[config.mk]
export PLATFORM = sky130hd
export DESIGN_NAME = sync_word_deframer_derandomizer_unit
export DESIGN_NICKNAME = d
export VERILOG_FILES = /design/src/hdl/swdd_pkg.sv /design/src/hdl/swdd_cfg_regs.sv /design/src/hdl/swdd_sync_match.sv /design/src/hdl/swdd_byte_asm.sv /design/src/hdl/sync_word_deframer_derandomizer_unit.sv
export SDC_FILE = /design/constraint.sdc
export NUM_CORES = 1
export LEC_CHECK = 0
export ABC_AREA = 1
export BUFFER_PORTS_ARGS = -buffer_cell sky130_fd_sc_hd__clkbuf_2
export CELL_PAD_IN_SITES_DETAIL_PLACEMENT = 1
export CELL_PAD_IN_SITES_GLOBAL_PLACEMENT = 2
export CORE_ASPECT_RATIO = 1.2
export CORE_MARGIN = 8
export CORE_UTILIZATION = 39
export CTS_BUF_LIST = sky130_fd_sc_hd__clkbuf_8
export CTS_CLUSTER_SIZE = 12
export DETAILED_ROUTE_END_ITERATION = 12
export PLACE_DENSITY = 0.81
export SLEW_MARGIN = 10
export SYNTH_ARGS = -nofsm -noshare
export SYNTH_HDL_FRONTEND = slang
export SYNTH_SLANG_ARGS = --single-unit
[constraint.sdc]
create_clock -name clk -period 6.9 [get_ports clk]
set_input_delay 1.035 -clock clk [delete_from_list [all_inputs] [get_ports clk]]
set_output_delay 1.035 -clock clk [all_outputs]
set_load 0.01 [all_outputs]
[src/hdl/swdd_pkg.sv]
// Package for the sync word deframer / derandomizer.
// Holds register codes, config and byte-info structs, and the PN sequence table.
// No dependencies.
`default_nettype none

package swdd_pkg;

	localparam int PN_LEN             = 255;
	localparam int MAX_INTERLEAVE_DEF = 8;
	localparam int CFG_IDX_W          = 2;
	localparam int CFG_DATA_W         = 32;

	localparam logic [31:0] SYNC_WORD_RST = 32'h1ACFFC1D;

	localparam logic [CFG_IDX_W-1:0] REG_SYNC_WORD  = 2'd0;
	localparam logic [CFG_IDX_W-1:0] REG_MAX_ERRORS = 2'd1;
	localparam logic [CFG_IDX_W-1:0] REG_INTERLEAVE = 2'd2;
	localparam logic [CFG_IDX_W-1:0] REG_DERAND_EN  = 2'd3;

	typedef struct packed {
		logic [31:0] sync_word;
		logic [5:0]  max_bit_errors;
		logic        derand_en;
	} swdd_cfg_t;

	typedef struct packed {
		logic       emit;
		logic [7:0] data;
		logic       last;
	} swdd_byte_t;

	// CCSDS pseudo-random sequence; last entry is padding, never addressed
	localparam logic [7:0] PN_TABLE [0:255] = '{
		8'd255, 8'd72, 8'd14, 8'd192, 8'd154, 8'd13, 8'd112, 8'd188,
		8'd142, 8'd44, 8'd147, 8'd173, 8'd167, 8'd183, 8'd70, 8'd206,
		8'd90, 8'd151, 8'd125, 8'd204, 8'd50, 8'd162, 8'd191, 8'd62,
		8'd10, 8'd16, 8'd241, 8'd136, 8'd148, 8'd205, 8'd234, 8'd177,
		8'd254, 8'd144, 8'd29, 8'd129, 8'd52, 8'd26, 8'd225, 8'd121,
		8'd28, 8'd89, 8'd39, 8'd91, 8'd79, 8'd110, 8'd141, 8'd156,
		8'd181, 8'd46, 8'd251, 8'd152, 8'd101, 8'd69, 8'd126, 8'd124,
		8'd20, 8'd33, 8'd227, 8'd17, 8'd41, 8'd155, 8'd213, 8'd99,
		8'd253, 8'd32, 8'd59, 8'd2, 8'd104, 8'd53, 8'd194, 8'd242,
		8'd56, 8'd178, 8'd78, 8'd182, 8'd158, 8'd221, 8'd27, 8'd57,
		8'd106, 8'd93, 8'd247, 8'd48, 8'd202, 8'd138, 8'd252, 8'd248,
		8'd40, 8'd67, 8'd198, 8'd34, 8'd83, 8'd55, 8'd170, 8'd199,
		8'd250, 8'd64, 8'd118, 8'd4, 8'd208, 8'd107, 8'd133, 8'd228,
		8'd113, 8'd100, 8'd157, 8'd109, 8'd61, 8'd186, 8'd54, 8'd114,
		8'd212, 8'd187, 8'd238, 8'd97, 8'd149, 8'd21, 8'd249, 8'd240,
		8'd80, 8'd135, 8'd140, 8'd68, 8'd166, 8'd111, 8'd85, 8'd143,
		8'd244, 8'd128, 8'd236, 8'd9, 8'd160, 8'd215, 8'd11, 8'd200,
		8'd226, 8'd201, 8'd58, 8'd218, 8'd123, 8'd116, 8'd108, 8'd229,
		8'd169, 8'd119, 8'd220, 8'd195, 8'd42, 8'd43, 8'd243, 8'd224,
		8'd161, 8'd15, 8'd24, 8'd137, 8'd76, 8'd222, 8'd171, 8'd31,
		8'd233, 8'd1, 8'd216, 8'd19, 8'd65, 8'd174, 8'd23, 8'd145,
		8'd197, 8'd146, 8'd117, 8'd180, 8'd246, 8'd232, 8'd217, 8'd203,
		8'd82, 8'd239, 8'd185, 8'd134, 8'd84, 8'd87, 8'd231, 8'd193,
		8'd66, 8'd30, 8'd49, 8'd18, 8'd153, 8'd189, 8'd86, 8'd63,
		8'd210, 8'd3, 8'd176, 8'd38, 8'd131, 8'd92, 8'd47, 8'd35,
		8'd139, 8'd36, 8'd235, 8'd105, 8'd237, 8'd209, 8'd179, 8'd150,
		8'd165, 8'd223, 8'd115, 8'd12, 8'd168, 8'd175, 8'd207, 8'd130,
		8'd132, 8'd60, 8'd98, 8'd37, 8'd51, 8'd122, 8'd172, 8'd127,
		8'd164, 8'd7, 8'd96, 8'd77, 8'd6, 8'd184, 8'd94, 8'd71,
		8'd22, 8'd73, 8'd214, 8'd211, 8'd219, 8'd163, 8'd103, 8'd45,
		8'd75, 8'd190, 8'd230, 8'd25, 8'd81, 8'd95, 8'd159, 8'd5,
		8'd8, 8'd120, 8'd196, 8'd74, 8'd102, 8'd245, 8'd88, 8'd0
	};

endpackage

`default_nettype wire

[src/hdl/swdd_cfg_regs.sv]
// Configuration register file for the deframer.
// Clamps interleave depth and keeps the frame length in bytes. Uses swdd_pkg.
`default_nettype none

module swdd_cfg_regs import swdd_pkg::*; #(
	parameter int MAX_INTERLEAVE = MAX_INTERLEAVE_DEF,
	parameter int LEN_W          = $clog2(PN_LEN * MAX_INTERLEAVE + 1)
) (
	input  wire logic                  clk,
	input  wire logic                  arst_n,
	input  wire logic                  cfg_valid,
	output logic                       cfg_ready,
	input  wire logic [CFG_IDX_W-1:0]  cfg_index,
	input  wire logic [CFG_DATA_W-1:0] cfg_data,
	output swdd_cfg_t                  cfg,
	output logic [LEN_W-1:0]           frame_len
);

	swdd_cfg_t        cfg_q;
	logic [LEN_W-1:0] frame_len_q;
	logic [3:0]       depth;
	logic [LEN_W-1:0] frame_len_d;

	assign cfg_ready = 1'b1;

	always_comb begin
		depth = cfg_data[3:0];
		if (depth == 4'd0) begin
			depth = 4'd1;
		end else if (depth > 4'(MAX_INTERLEAVE)) begin
			depth = 4'(MAX_INTERLEAVE);
		end
		frame_len_d = LEN_W'(depth) * LEN_W'(PN_LEN);
	end

	always_ff @(posedge clk or negedge arst_n) begin
		if (!arst_n) begin
			cfg_q.sync_word      <= SYNC_WORD_RST;
			cfg_q.max_bit_errors <= 6'd0;
			cfg_q.derand_en      <= 1'b0;
			frame_len_q          <= LEN_W'(PN_LEN);
		end else if (cfg_valid && cfg_ready) begin
			unique case (cfg_index)
				REG_SYNC_WORD:  cfg_q.sync_word      <= cfg_data[31:0];
				REG_MAX_ERRORS: cfg_q.max_bit_errors <= cfg_data[5:0];
				REG_INTERLEAVE: frame_len_q          <= frame_len_d;
				REG_DERAND_EN:  cfg_q.derand_en      <= cfg_data[0];
				default: ;
			endcase
		end
	end

	assign cfg       = cfg_q;
	assign frame_len = frame_len_q;

endmodule

`default_nettype wire

[src/hdl/swdd_sync_match.sv]
// Sync marker comparator: popcount of (window ^ sync word) against the tolerance.
// Adder tree over the 32-bit mismatch vector. Uses swdd_pkg.
`default_nettype none

module swdd_sync_match import swdd_pkg::*; (
	input  wire logic [31:0] window,
	input  wire swdd_cfg_t   cfg,
	output logic             match
);

	logic [31:0]    diff;
	logic [1:0]     sum2  [16];
	logic [2:0]     sum4  [8];
	logic [3:0]     sum8  [4];
	logic [4:0]     sum16 [2];
	logic [5:0]     mismatch_cnt;

	always_comb begin
		diff = window ^ cfg.sync_word;
		for (int i = 0; i < 16; i++) begin
			sum2[i] = {1'b0, diff[2*i]} + {1'b0, diff[2*i+1]};
		end
		for (int i = 0; i < 8; i++) begin
			sum4[i] = {1'b0, sum2[2*i]} + {1'b0, sum2[2*i+1]};
		end
		for (int i = 0; i < 4; i++) begin
			sum8[i] = {1'b0, sum4[2*i]} + {1'b0, sum4[2*i+1]};
		end
		for (int i = 0; i < 2; i++) begin
			sum16[i] = {1'b0, sum8[2*i]} + {1'b0, sum8[2*i+1]};
		end
		mismatch_cnt = {1'b0, sum16[0]} + {1'b0, sum16[1]};
		match        = (mismatch_cnt <= cfg.max_bit_errors);
	end

endmodule

`default_nettype wire

[src/hdl/swdd_byte_asm.sv]
// Frame state and byte assembly: search/data mode, bit and byte counters,
// PN derandomizing. Uses swdd_pkg and swdd_sync_match.
`default_nettype none

module swdd_byte_asm import swdd_pkg::*; #(
	parameter int MAX_INTERLEAVE = MAX_INTERLEAVE_DEF,
	parameter int LEN_W          = $clog2(PN_LEN * MAX_INTERLEAVE + 1)
) (
	input  wire logic             clk,
	input  wire logic             arst_n,
	input  wire logic             step,
	input  wire logic             bit_in,
	input  wire swdd_cfg_t        cfg,
	input  wire logic [LEN_W-1:0] frame_len,
	output swdd_byte_t            byte_info
);

	logic             in_frame_q;
	logic [31:0]      shift_q;
	logic [2:0]       bit_cnt_q;
	logic [LEN_W-1:0] byte_cnt_q;
	logic [7:0]       pn_idx_q;

	logic [31:0]      shift_nx;
	logic [LEN_W-1:0] byte_cnt_inc;
	logic             match;

	assign shift_nx     = {shift_q[30:0], bit_in};
	assign byte_cnt_inc = byte_cnt_q + LEN_W'(1);

	swdd_sync_match u_match (
		.window (shift_nx),
		.cfg    (cfg),
		.match  (match)
	);

	always_comb begin
		byte_info.emit = in_frame_q && (bit_cnt_q == 3'd7);
		byte_info.data = shift_nx[7:0] ^ (cfg.derand_en ? PN_TABLE[pn_idx_q] : 8'd0);
		byte_info.last = (byte_cnt_inc >= frame_len);
	end

	always_ff @(posedge clk or negedge arst_n) begin
		if (!arst_n) begin
			in_frame_q <= 1'b0;
			shift_q    <= 32'd0;
			bit_cnt_q  <= 3'd0;
			byte_cnt_q <= '0;
			pn_idx_q   <= 8'd0;
		end else if (step) begin
			if (!in_frame_q) begin
				if (match) begin
					in_frame_q <= 1'b1;
					bit_cnt_q  <= 3'd0;
					shift_q    <= 32'd0;
				end else begin
					shift_q <= shift_nx;
				end
			end else if (!byte_info.emit) begin
				bit_cnt_q <= bit_cnt_q + 3'd1;
				shift_q   <= shift_nx;
			end else begin
				shift_q   <= 32'd0;
				bit_cnt_q <= 3'd0;
				if (byte_info.last) begin
					in_frame_q <= 1'b0;
					byte_cnt_q <= '0;
					pn_idx_q   <= 8'd0;
				end else begin
					byte_cnt_q <= byte_cnt_inc;
					pn_idx_q   <= (pn_idx_q == 8'(PN_LEN - 1)) ? 8'd0 : pn_idx_q + 8'd1;
				end
			end
		end
	end

endmodule

`default_nettype wire

[src/hdl/sync_word_deframer_derandomizer_unit.sv]
// Top level of the sync word deframer / derandomizer.
// Uses swdd_pkg, swdd_cfg_regs and swdd_byte_asm.
//
// Takes one received bit per clock, searches for the 32-bit sync marker
// (within max_bit_errors mismatches), then packs the following bits MSB first
// into bytes, optionally XORs each with the CCSDS PN sequence, and flags the
// last byte of each 255 * interleave_depth byte frame before searching again.
// Throughput is one bit per clock while in_stall is low; an accepted bit is held
// in an input register until it is processed, and a completed byte is loaded into
// the output register as its eighth bit is processed. The input stalls only when
// a byte completes while the previous byte is still held by a stalled output.
// Configuration writes are always accepted and take effect on the next bit.
`default_nettype none

module sync_word_deframer_derandomizer_unit import swdd_pkg::*; #(
	parameter int MAX_INTERLEAVE = MAX_INTERLEAVE_DEF
) (
	input  wire logic                  clk,
	input  wire logic                  arst_n,
	input  wire logic                  cfg_valid,
	output logic                       cfg_ready,
	input  wire logic [CFG_IDX_W-1:0]  cfg_index,
	input  wire logic [CFG_DATA_W-1:0] cfg_data,
	input  wire logic                  in_valid,
	output logic                       in_stall,
	input  wire logic                  rx_bit,
	output logic                       out_valid,
	input  wire logic                  out_stall,
	output logic [7:0]                 data_byte,
	output logic                       frame_end
);

	localparam int LEN_W = $clog2(PN_LEN * MAX_INTERLEAVE + 1);

	swdd_cfg_t        cfg;
	logic [LEN_W-1:0] frame_len;
	swdd_byte_t       byte_info;

	logic       valid_s1;
	logic       rx_bit_s1;
	logic       out_valid_q;
	logic [7:0] data_byte_s2;
	logic       frame_end_s2;
	logic       advance;
	logic       out_take;

	swdd_cfg_regs #(
		.MAX_INTERLEAVE (MAX_INTERLEAVE),
		.LEN_W          (LEN_W)
	) u_cfg (
		.clk       (clk),
		.arst_n    (arst_n),
		.cfg_valid (cfg_valid),
		.cfg_ready (cfg_ready),
		.cfg_index (cfg_index),
		.cfg_data  (cfg_data),
		.cfg       (cfg),
		.frame_len (frame_len)
	);

	swdd_byte_asm #(
		.MAX_INTERLEAVE (MAX_INTERLEAVE),
		.LEN_W          (LEN_W)
	) u_asm (
		.clk       (clk),
		.arst_n    (arst_n),
		.step      (advance),
		.bit_in    (rx_bit_s1),
		.cfg       (cfg),
		.frame_len (frame_len),
		.byte_info (byte_info)
	);

	assign out_take = out_valid_q && !out_stall;
	assign advance  = valid_s1 && (!byte_info.emit || !out_valid_q || !out_stall);
	assign in_stall = valid_s1 && !advance;

	always_ff @(posedge clk or negedge arst_n) begin
		if (!arst_n) begin
			valid_s1 <= 1'b0;
		end else if (in_valid && !in_stall) begin
			valid_s1 <= 1'b1;
		end else if (advance) begin
			valid_s1 <= 1'b0;
		end
	end

	always_ff @(posedge clk) begin
		if (in_valid && !in_stall) begin
			rx_bit_s1 <= rx_bit;
		end
	end

	always_ff @(posedge clk or negedge arst_n) begin
		if (!arst_n) begin
			out_valid_q <= 1'b0;
		end else if (advance && byte_info.emit) begin
			out_valid_q <= 1'b1;
		end else if (out_take) begin
			out_valid_q <= 1'b0;
		end
	end

	always_ff @(posedge clk) begin
		if (advance && byte_info.emit) begin
			data_byte_s2 <= byte_info.data;
			frame_end_s2 <= byte_info.last;
		end
	end

	assign out_valid = out_valid_q;
	assign data_byte = data_byte_s2;
	assign frame_end = frame_end_s2;

	a_byte_reaches_output: assert property (@(posedge clk) disable iff (!arst_n)
		(advance && byte_info.emit) |=> (out_valid_q && frame_end_s2 == $past(byte_info.last)))
		else $error("completed byte not loaded into output register");

	a_stall_only_when_blocked: assert property (@(posedge clk) disable iff (!arst_n)
		in_stall |-> (valid_s1 && byte_info.emit && out_valid_q && out_stall))
		else $error("input stalled without a blocked output");

	a_output_drains: assert property (@(posedge clk) disable iff (!arst_n)
		(out_take && !(advance && byte_info.emit)) |=> !out_valid_q)
		else $error("taken byte still shown as valid");

endmodule

`default_nettype wire

==> parameters.txt, run 1 <==
Parameter                              Value

Outcome
  Status    completed

Worst setup path
  Required time of the critical path    7.22 ns
  Worst reg2reg path endpoint    u_asm.bit_cnt_q[0]
  Worst r2r src    u_cfg.cfg[7]
  Largest stage delay, worst path    0.55 ns
  Crit path cell chain    xnor2_1, fa_1, fa_1, fa_1, fa_1, fa_1, inv_1, fa_1, ha_1, inv_1, fa_1, o21ai_0, xor2_1, ha_1, nand2_1, nor2_1, o21ai_0, o211ai_1, nand2_1, o21ai_1, inv_1, nand4_1, o21ai_0
  Category of the most critical setup path    flip-flop to flip-flop
  CP max FO    5
  Library cell appearing most often on the critical path    fa_1
  Critical path arrival    6.71 ns
  Count of cells along the worst register-to-register path    23
  Critical Path End Type    flip-flop
  Critical path launch point type    flip-flop
  CP max-delay cell    fa_1
  R2R setup slack    approximately 0.51 ns

Clocking
  Clock-pin slew on the worst setup and hold paths    0.08 ns
  CTS HTree Levels    4
  CTS buffer count    17
  Maximum root-to-sink buffer count    2
  TritonCTS clock tree    built
  Number of setup buffers added after CTS    0
  Number of hold buffers added after CTS    0
  Insertion delay of the later-clocked pin in the worst-skew pair    0.45 ns
  Cells resized by post-CTS repair    0
  Clock Sink Count    116
  Clock tree root buffer cell    clkbuf_8

Global routing
  Number of global-route vias before repair    about 7.4k
  Largest net degree at the start of global routing    75
  Wire length of the first global-routing pass    38300 um
  Gr ovfl total    0
  All-layer global routing usage    18.2%
  Initial antenna violation count    0

STA
  Final min period    6.39 ns
  Hold violation count in the final report    0
  Max transition margin    34.4%
  Maximum clock skew at final layout    between 0.01 and 0.015 ns
  Final setup violation count    0
  Setup Total Neg Slack    0 ns
  Final Max Slew Viols    0
  Actual transition at the worst max-transition pin    0.984 ns
  Unrepaired setup endpoints after global routing    false
  Fmax    156 MHz
  Tcrit/Tclk final    92.6%

Die
  Y dimension of the die    between 150 and 200 um
  Rows    a little under 60
  Area of the core    roughly 21000 um^2
  Die boundary width    150 um
  Die outline area    26600 um^2
  Count of pins on the block boundary    52
  Initial core utilization    39.3%

Run
  Max-capacitance violation count    0

Placement
  Number of placed instances with taps included    1303
  RePlAce Congestion    about 0.84
  Total of buffers placed on input and output ports    50
  Dpl hpwl    17600 um

Routing
  Number of violations reported at the end of detailed-routing iteration 0    287
  ANT nets after route    0
  Sum of routed wire length over all layers    22800 um
  DRC violations left    0
  Pre-antenna DRT Iters    4
  Mean number of vias per cell    roughly 5.1
  Vias    roughly 6.9k
  Wirelength per Cell    17.1 um

Yosys
  Warnings, synthesis    0
  Most used DFF post-synth    dfrtp_1
  Number of library cell types mapped by synthesis    42
  Register area share after synthesis    35.4%
  #FFs+latches synth    ~120
  Cell count after synthesis    1016
  Largest cells by area after synthesis    dfrtp_1, nand2_1, dfstp_2
  Count of flip-flops with a built-in enable after synthesis    10
  Synth top area share    23.4%
  Synth Cell Area    between 8000 and 9000 um^2
  Avg Cell Area, Syn    8.31 um^2
  Syn_nets    1134
  Synth area leader    dfrtp_1
  Asr flop ratio synth    91.4%

Cells and area
  Area added between synthesis and finish    9.63%
  Commonest non-fill, non-tap cell in the layout    nand2_1
  Diode count    0
  Layout cells sized above 1    approximately 18%
  Commonest cells after routing, fill and taps aside    nand2_1, inv_1, nand3_1
  Non-Filler Instances    1335
  Final Net Count    1166

Worst hold path
  Hold Crit Start    u_cfg.cfg[6]
  Cell count of the worst hold path    2
  Path class of the lowest-slack min-delay path    flip-flop to flip-flop
  Hold EP    u_cfg.cfg[6]
## worst max-delay path: cells and delay by family, from the launching register on
family	cells	cell delay (ns)
buffers and inverters	3	0.24
DFF	1	0.54
AOI/OAI and AO/OA	5	0.83
xor gates and xnor gates	2	0.26
and+or+nand+nor	4	0.39
adders and majority gates	9	4.01
## flip-flops by register name, summed over array words and instances, names as in the netlist
name / cells
u_cfg.cfg: 39
u_cfg.frame_len: 11
u_asm.bit_cnt_q: 3
valid_s1: 1
out_valid: 1
u_asm.byte_cnt_q: 11
u_asm.pn_idx_q: 8
data_byte: 8
rx_bit_s1: 1
u_asm.shift_q: 31
u_asm.in_frame_q: 1
frame_end: 1
## synth_stat cells (2+ instances only)
| library cell | number |
|---|---|
| dfrtp_1 | 79 |
| fa_1 | 28 |
| clkinv_1 | 2 |
| nor4_1 | 2 |
| clkbuf_1 | 8 |
| nand4_1 | 17 |
| buf_12 | 2 |
| nand2_2 | 19 |
| o21ai_1 | 15 |
| buf_6 | 3 |
| edfxtp_1 | 10 |
| o22ai_1 | 32 |
| buf_4 | 10 |
| a21oi_1 | 22 |
| ha_1 | 50 |
| xor2_1 | 19 |
| o211ai_1 | 4 |
| dfstp_2 | 27 |
| nand3_2 | 14 |
| nand2_4 | 8 |
| mux2_2 | 26 |
| xnor2_1 | 28 |
| nor2_4 | 2 |
| inv_1 | 125 |
| nand3_1 | 115 |
| buf_2 | 19 |
| nor3_1 | 4 |
| nor2_1 | 25 |
| inv_2 | 3 |
| nand3b_1 | 2 |
| nand2_1 | 250 |
| o21ai_0 | 36 |
## stage by stage
step | util, % | hold WS [ns] | setup WS, ns | cell area (um^2)
3_3_place_gp | 41.0 | 0.467 | 0.705 | 8800
4_1_cts | 43.1 | 0.497 | 0.506 | 9260
5_1_grt | 43.1 | 0.514 | 0.0638 | 9260
3_5_place_dp | 41.0 | 0.477 | 0.501 | 8800
6_report | 43.1 | 0.490 | 0.509 | 9260
2_1_floorplan | - | 0.449 | 0.981 | 8450
## area by class of cell
type	instances	area, um^2
clock buffers	17	234
clock inverters	15	220
fillers	2625	12200
inverters	132	505
multi-input cells	726	4680
flip-flops and latches	116	2990
well taps	274	343
repair buffers	55	290
## layer usage
metal	GRT usage [%]	vias to the layer above	part of all wire [%]	wire [um]
met1	22.6	3364	45	10200
met2	31.7	82	51	11700
met3	2.74	27	2.2	507
met4	5.38	0	1.6	374
met5	0	-	0	0
li1	-	3378	-	-
## cells by family (layout without fill, tap and decap cells)
| group | Yosys count | after routing | synth area share [%] |
|---|---|---|---|
| AND/OR/NAND/NOR | 463 | 463 | 25.8 |
| buffers and inverters | 174 | 219 | 9.23 |
| flip-flops | 116 | 116 | 35.4 |
| AO/OA/AOI/OAI | 111 | 111 | 7.21 |
| adder cells (fa/ha/maj) | 78 | 78 | 14.0 |
| XOR/XNOR | 47 | 47 | 4.87 |
| multiplexers | 26 | 26 | 3.47 |
| other | 1 | 1 | 0.0444 |
## worst max path at each step
| stage | slack, ns | endpoint | cells past startpoint | startpoint |
|---|---|---|---|---|
| after global placement | 0.71 | u_asm.shift_q[13] | 25 | u_cfg.cfg[18] |
| after CTS | 0.51 | u_asm.shift_q[7] | 23 | rx_bit_s1 |
| final | 0.51 | u_asm.bit_cnt_q[0] | 23 | u_cfg.cfg[7] |
| after floorplan | 0.98 | u_asm.bit_cnt_q[0] | 25 | u_cfg.cfg[26] |
| after global routing | 0.06 | u_asm.bit_cnt_q[0] | 23 | rx_bit_s1 |
| after detailed placement | 0.50 | u_asm.shift_q[30] | 25 | u_cfg.cfg[26] |
Power of run 1 is left out: the tool's default activity adds up to more than one toggle a clock period on the data nets, which glitch-free logic cannot reach.
==> run 2: changes to the inputs <==
Settings changed: ABC_AREA 1 to default, CORE_UTILIZATION 39 to 40, PLACE_DENSITY 0.81 to 0.78.
==> run 2 against run 1 <==
Count of clock-buffer cells in the layout up 1; first-iteration DRC count is 15% lower; flip-flop and latch count is the same; wire length increased by 2.3%; die area fell by 2.2%; core utilization increased by 1.4 points; critical path depth up 1; cell area is 0.14% higher; register-to-register slack got worse by 0.08 ns; critical path type unchanged; largest cell class unchanged.
==> parameters.txt, run 2 <==
Parameter                              Value

Yosys
  Cell count after synthesis    about 840
  #FFs+latches synth    116
  Register area share after synthesis    35.4%
  Syn_nets    around 960
  Warnings, synthesis    0
  Avg Cell Area, Syn    10.0 um^2
  Most repeated cell in the gate-level netlist after synthesis    dfrtp_1
  Largest cells by area after synthesis    dfrtp_1, dfstp_2, ha_1
  Synth top area share    23.4%
  Synth area leader    dfrtp_1
  Post-synth top cells    dfrtp_1, nand2_1, inv_1
  Most used DFF post-synth    dfrtp_1
  Count of flip-flops with a built-in enable after synthesis    10
  Asr flop ratio synth    91.4%
  Synth Cell Area    8450 um^2
  Number of library cell types mapped by synthesis    75

Clocking
  Cells resized by post-CTS repair    0
  Maximum root-to-sink buffer count    2
  Insertion delay of the later-clocked pin in the worst-skew pair    0.44 ns
  Number of setup buffers added after CTS    0
  CTS buffer count    17
  Number of hold buffers added after CTS    0
  Clock-pin slew on the worst setup and hold paths    0.08 ns
  Clock tree root buffer cell    clkbuf_8
  TritonCTS clock tree    built
  CTS HTree Levels    4
  Clock Sink Count    116

Run
  Max-capacitance violation count    0

STA
  Unrepaired setup endpoints after global routing    false
  Max transition margin    about a fifth
  Tcrit/Tclk final    93.7%
  Worst-case hold slack    0.481 ns
  Final min period    6.47 ns
  Actual transition at the worst max-transition pin    1.19 ns
  Maximum clock skew at final layout    0.0166 ns
  Setup Total Neg Slack    0 ns
  Fmax    155 MHz
  Hold violation count in the final report    0
  Final setup violation count    0
  Final Max Slew Viols    0

Worst setup path
  Count of cells along the worst register-to-register path    24
  CP max-delay cell    fa_1
  Crit path cell chain    xnor2_1, fa_1, fa_1, inv_1, fa_1, inv_1, fa_1, fa_1, inv_1, fa_1, ha_1, inv_1, fa_1, inv_1, a21o_1, a21oi_1, xnor2_1, ha_1, o21a_1, o22ai_1, a211o_1, a21boi_2, buf_4, a22o_1
  R2R setup slack    ~0.43 ns
  Critical path capture point    u_asm.shift_q[22]
  Critical Path End Type    flip-flop
  Category of the most critical setup path    flip-flop to flip-flop
  Critical path launch point    u_cfg.cfg[26]
  CP max FO    31
  Worst reg2reg path endpoint    u_asm.shift_q[22]
  Critical path arrival    6.84 ns
  Largest stage delay, worst path    0.55 ns
  Library cell appearing most often on the critical path    fa_1
  Required time of the critical path    7.27 ns
  Critical path launch point type    flip-flop
  Worst r2r src    u_cfg.cfg[26]

Routing
  Wirelength per Cell    between 20 and 25 um
  ANT nets after route    0
  Mean number of vias per cell    about 5.7
  Pre-antenna DRT Iters    5
  Sum of routed wire length over all layers    23400 um
  Vias    between 6k and 7k
  DRC violations left    0
  Number of violations reported at the end of detailed-routing iteration 0    245

Die
  Initial core utilization    40.6%
  Die outline area    26000 um^2
  Rows    slightly below 60
  Y dimension of the die    175 um
  Die boundary width    ~150 um
  Count of pins on the block boundary    52
  Area of the core    around 21000 um^2

Global routing
  Gr ovfl total    0
  Met2 track demand over resource in global routing    31.7%
  Most congested layer reported by global routing    met2
  Met3 Track Usage GR    3.60%
  Initial antenna violation count    0
  All-layer global routing usage    between 10% and 20%
  Number of global-route vias before repair    between 7k and 8k
  Met1 Resource Use GR    21.9%
  Wire length of the first global-routing pass    38400 um
  Largest net degree at the start of global routing    64

Cells and area
  Final Net Count    between 900 and 1k
  Diode count    0
  Area added between synthesis and finish    9.75%
  Commonest cells after routing, fill and taps aside    dfrtp_1, nand2_1, inv_1
  Layout cells sized above 1    20.8%
  Commonest non-fill, non-tap cell in the layout    dfrtp_1
  Final Cell Area    9270 um^2
  Max FFs per register    39
  Non-Filler Instances    ~1.1k

Placement
  RePlAce Congestion    0.888
  Dpl hpwl    17400 um
  Standard cell area after detailed placement    8850 um^2
  Total of buffers placed on input and output ports    50
  Number of placed instances with taps included    around 1.1k

Worst hold path
  Path class of the lowest-slack min-delay path    flip-flop to flip-flop

Outcome
  Status    completed
==> run 2: layout make-up <==
class / instances / area [um^2]
fill: 2340 / 11600
clock inverter: 14 / 171
inverter: 64 / 240
timing repair buffer: 60 / 328
sequential: 116 / 2990
tap: 270 / 338
clock buffer: 18 / 248
multi-input combinational: 607 / 4960
==> run 2: cells by family after synthesis <==
| kind of cell | count (synthesis) | synth area share, % |
|---|---|---|
| DFF | 116 | 35.4 |
| xor gates and xnor gates | 62 | 6.43 |
| other | 1 | 0.0444 |
| buffers and inverters | 118 | 6.04 |
| adders and majority gates | 78 | 14.0 |
| muxes | 61 | 8.58 |
| AOI/OAI and AO/OA | 197 | 17.3 |
| and+or+nand+nor | 208 | 12.3 |
==> run 2: worst min-delay path by stage <==
stage | from | end | cells past startpoint
2_1_floorplan | u_cfg.frame_len[10] | u_cfg.frame_len[10] | 2
3_3_place_gp | u_asm.bit_cnt_q[1] | u_asm.bit_cnt_q[1] | 2
3_5_place_dp | u_cfg.frame_len[5] | u_cfg.frame_len[5] | 2
4_1_cts | u_cfg.frame_len[5] | u_cfg.frame_len[5] | 2
5_1_grt | u_cfg.frame_len[5] | u_cfg.frame_len[5] | 2
6_report | u_cfg.frame_len[5] | u_cfg.frame_len[5] | 2
==> run 2: per-stage QoR <==
step / util [%] / worst slack (ns)
after floorplan: - / 0.664
after global placement: 42.5 / 0.609
after detailed placement: 42.5 / 0.411
after CTS: 44.5 / 0.386
after global routing: 44.5 / 0.131
final: 44.5 / 0.432
==> run 2: worst max-delay path, delay by kind of cell (launching register included) <==
kind,cells,cell delay [ns]
buf+inv,6,0.63
xor+xnor,2,0.27
compound gates,7,0.98
fa+ha+maj,9,3.95
flops,1,0.54
==> run 2: metal layers <==
metal	wire, um	part of all wire [%]
met1	9750	42
met2	12000	51
met3	822	3.5
met4	756	3.2
met5	0	0
Power of run 2 is left out for the same reason.
==> run 3: changes to the inputs <==
Settings changed: PLACE_DENSITY 0.78 to 0.79, SYNTH_HIERARCHICAL from default to 1.
==> run 3 against run 2 <==
Register-to-register slack lost 0.07 ns; final cell count rose by 6.4%; count of clock-buffer cells in the layout is 2 higher; via count about the same; flip-flop and latch count unchanged; core utilization shrank 0.48 points; clock skew grew 0.00097 ns; first-iteration DRC count rose by 12%.
==> parameters.txt, run 3 <==
Parameter                              Value

STA
  Tcrit/Tclk final    94.7%
  Maximum clock skew at final layout    between 0.015 and 0.02 ns
  Fmax    153 MHz
  Unrepaired setup endpoints after global routing    false
  Setup Total Neg Slack    0 ns
  Actual transition at the worst max-transition pin    1.10 ns
  Hold violation count in the final report    0
  Max transition margin    26.7%
  Final min period    approximately 6.5 ns
  Final setup violation count    0
  Final Max Slew Viols    0

Clocking
  Maximum root-to-sink buffer count    2
  CTS buffer count    17
  CTS HTree Levels    4
  Clock Sink Count    116
  Insertion delay of the later-clocked pin in the worst-skew pair    0.44 ns
  TritonCTS clock tree    built
  Clock-pin slew on the worst setup and hold paths    0.07 ns
  Number of hold buffers added after CTS    0
  Clock tree root buffer cell    clkbuf_8

Global routing
  Gr ovfl total    0
  Largest net degree at the start of global routing    86
  Initial antenna violation count    0
  Wire length of the first global-routing pass    37900 um
  Number of global-route vias before repair    between 7k and 8k
  All-layer global routing usage    between 10% and 20%

Die
  Initial core utilization    40.4%
  Y dimension of the die    177 um
  Die boundary width    150 um
  Area of the core    21500 um^2
  Rows    59
  Die outline area    26700 um^2
  Count of pins on the block boundary    52

Routing
  Pre-antenna DRT Iters    4
  Number of violations reported at the end of detailed-routing iteration 0    275
  DRC violations left    0
  ANT nets after route    0
  Sum of routed wire length over all layers    22700 um
  Vias    6593
  Wirelength per Cell    18.6 um
  Mean number of vias per cell    around 5.4

Cells and area
  Final Net Count    1054
  Layout cells sized above 1    between 20% and 30%
  Commonest cells after routing, fill and taps aside    nand2_1, inv_1, dfrtp_1
  Commonest non-fill, non-tap cell in the layout    nand2_1
  Non-Filler Instances    1222
  Multi-input gate area    between 5000 and 6000 um^2
  Max FFs per register    39
  Diode count    0
  Area added between synthesis and finish    9.07%
  Filler cell count in the final layout    between 2k and 2.5k
  Sequential standard cell area    about 3000 um^2

Outcome
  Status    completed

Worst setup path
  Category of the most critical setup path    flip-flop to flip-flop
  Critical Path End Type    flip-flop
  Critical path launch point type    flip-flop
  Required time of the critical path    7.20 ns
  CP max FO    31
  Critical path arrival    6.83 ns

Yosys
  Asr flop ratio synth    91.4%
  Largest cells by area after synthesis    dfrtp_1, dfstp_2, ha_1
  Synth area leader    dfrtp_1
  Most repeated cell in the gate-level netlist after synthesis    nand2_1
  Warnings, synthesis    6
  Syn_nets    1029
  Synth top area share    22.8%
  Count of flip-flops with a built-in enable after synthesis    10
  #FFs+latches synth    116
  Number of library cell types mapped by synthesis    86
  Most used DFF post-synth    dfrtp_1
  Synth Cell Area    8670 um^2
  Post-synth top cells    nand2_1, inv_1, dfrtp_1
  Avg Cell Area, Syn    9.53 um^2
  Register area share after synthesis    34.4%
  Cell count after synthesis    910

Run
  Max-capacitance violation count    0

Placement
  RePlAce Congestion    0.845
  Dpl hpwl    roughly 17000 um
  Total of buffers placed on input and output ports    50
  Number of placed instances with taps included    1189

Worst hold path
  Path class of the lowest-slack min-delay path    flip-flop to flip-flop
run 3: cell count changes in the layout (fill, tap and decap cells not counted), sizes merged, moves of 6 or more:
cell / change
a22o: -20
inv: +26
nor2b: +6
xor2: -8
a211oi: +11
nand2: +34
nand3: -9
a32o: -7
o21ai: +31
or2: +8
run 3: critical path, stage by stage (launching register included):
cell and delay [ns]:
dfstp_2 0.54, xnor2_1 0.14, fa_1 0.49, fa_1 0.55, inv_1 0.05, fa_1 0.50, inv_1 0.05, fa_1 0.48
fa_1 0.51, inv_1 0.06, fa_1 0.55, ha_1 0.18, inv_1 0.06, fa_1 0.39, inv_1 0.07, a21o_1 0.12
a21oi_2 0.06, xnor2_1 0.12, ha_1 0.31, nand4_1 0.14, nor2_1 0.07, o32ai_2 0.27, inv_1 0.06, o21ai_0 0.19
nor2_2 0.06, buf_6 0.19, nand2_1 0.09, o21ai_0 0.09
run 3: cell families (layout without fill, tap and decap cells):
| kind of cell | after synthesis | after routing | synth area share, % |
|---|---|---|---|
| AO/OA/AOI/OAI | 206 | 206 | 16.7 |
| XOR/XNOR | 59 | 59 | 5.96 |
| adder cells (fa/ha/maj) | 79 | 79 | 13.8 |
| buffers and inverters | 143 | 181 | 7.21 |
| flip-flops | 116 | 116 | 34.4 |
| multiplexers | 56 | 56 | 7.20 |
| other | 1 | 1 | 0.0432 |
| AND/OR/NAND/NOR | 250 | 250 | 14.6 |
run 3: what timing repair did:
item,CTS,global route
buffers inserted,0,1
setup endpoints to repair,0,31
gates resized for setup,0,2
run 3: layout make-up:
class	instances	area share (%)
Multi-Input combinational cell	651	53.7
Sequential cell	116	31.6
Tap cell	274	3.62
Inverter	89	3.53
Timing Repair Buffer	60	3.50
Clock buffer	20	2.91
Clock inverter	12	1.11
run 3: layer usage:
layer / wire length (um) / track usage, % / up-vias
met5: 0 / 0 / -
met4: 455 / 6.55 / 0
met3: 459 / 2.81 / 27
met2: 11500 / 29.7 / 88
met1: 10300 / 23.1 / 3265
li1: - / - / 3213
run 3: final timing paths:
kind,from,to,slack (ns),cells past startpoint
max reg2reg,u_cfg/cfg[30],u_asm/shift_q[14],0.37,27
max,u_cfg/cfg[30],u_asm/shift_q[14],0.37,27
min in group asynchronous,arst_n,u_asm/byte_cnt_q[3],0.48,1
max in group asynchronous,arst_n,u_asm/shift_q[26],5.02,2
min reg2reg,u_cfg/frame_len[1],u_cfg/frame_len[1],0.46,2
min,u_cfg/frame_len[1],u_cfg/frame_len[1],0.46,2
run 3: stage by stage:
step | utilization (%) | worst slack [ns] | instance area (um^2) | hold slack, ns
final | 44.0 | 0.367 | 9460 | 0.462
after global routing | 44.0 | 0.00582 | 9460 | 0.465
after CTS | 44.0 | 0.0572 | 9440 | 0.454
after detailed placement | 42.2 | 0.0986 | 9060 | 0.453
after global placement | 42.2 | 0.288 | 9060 | 0.449
after floorplan | - | 0.618 | 8670 | 0.439
Power of run 3 is left out for the same reason.
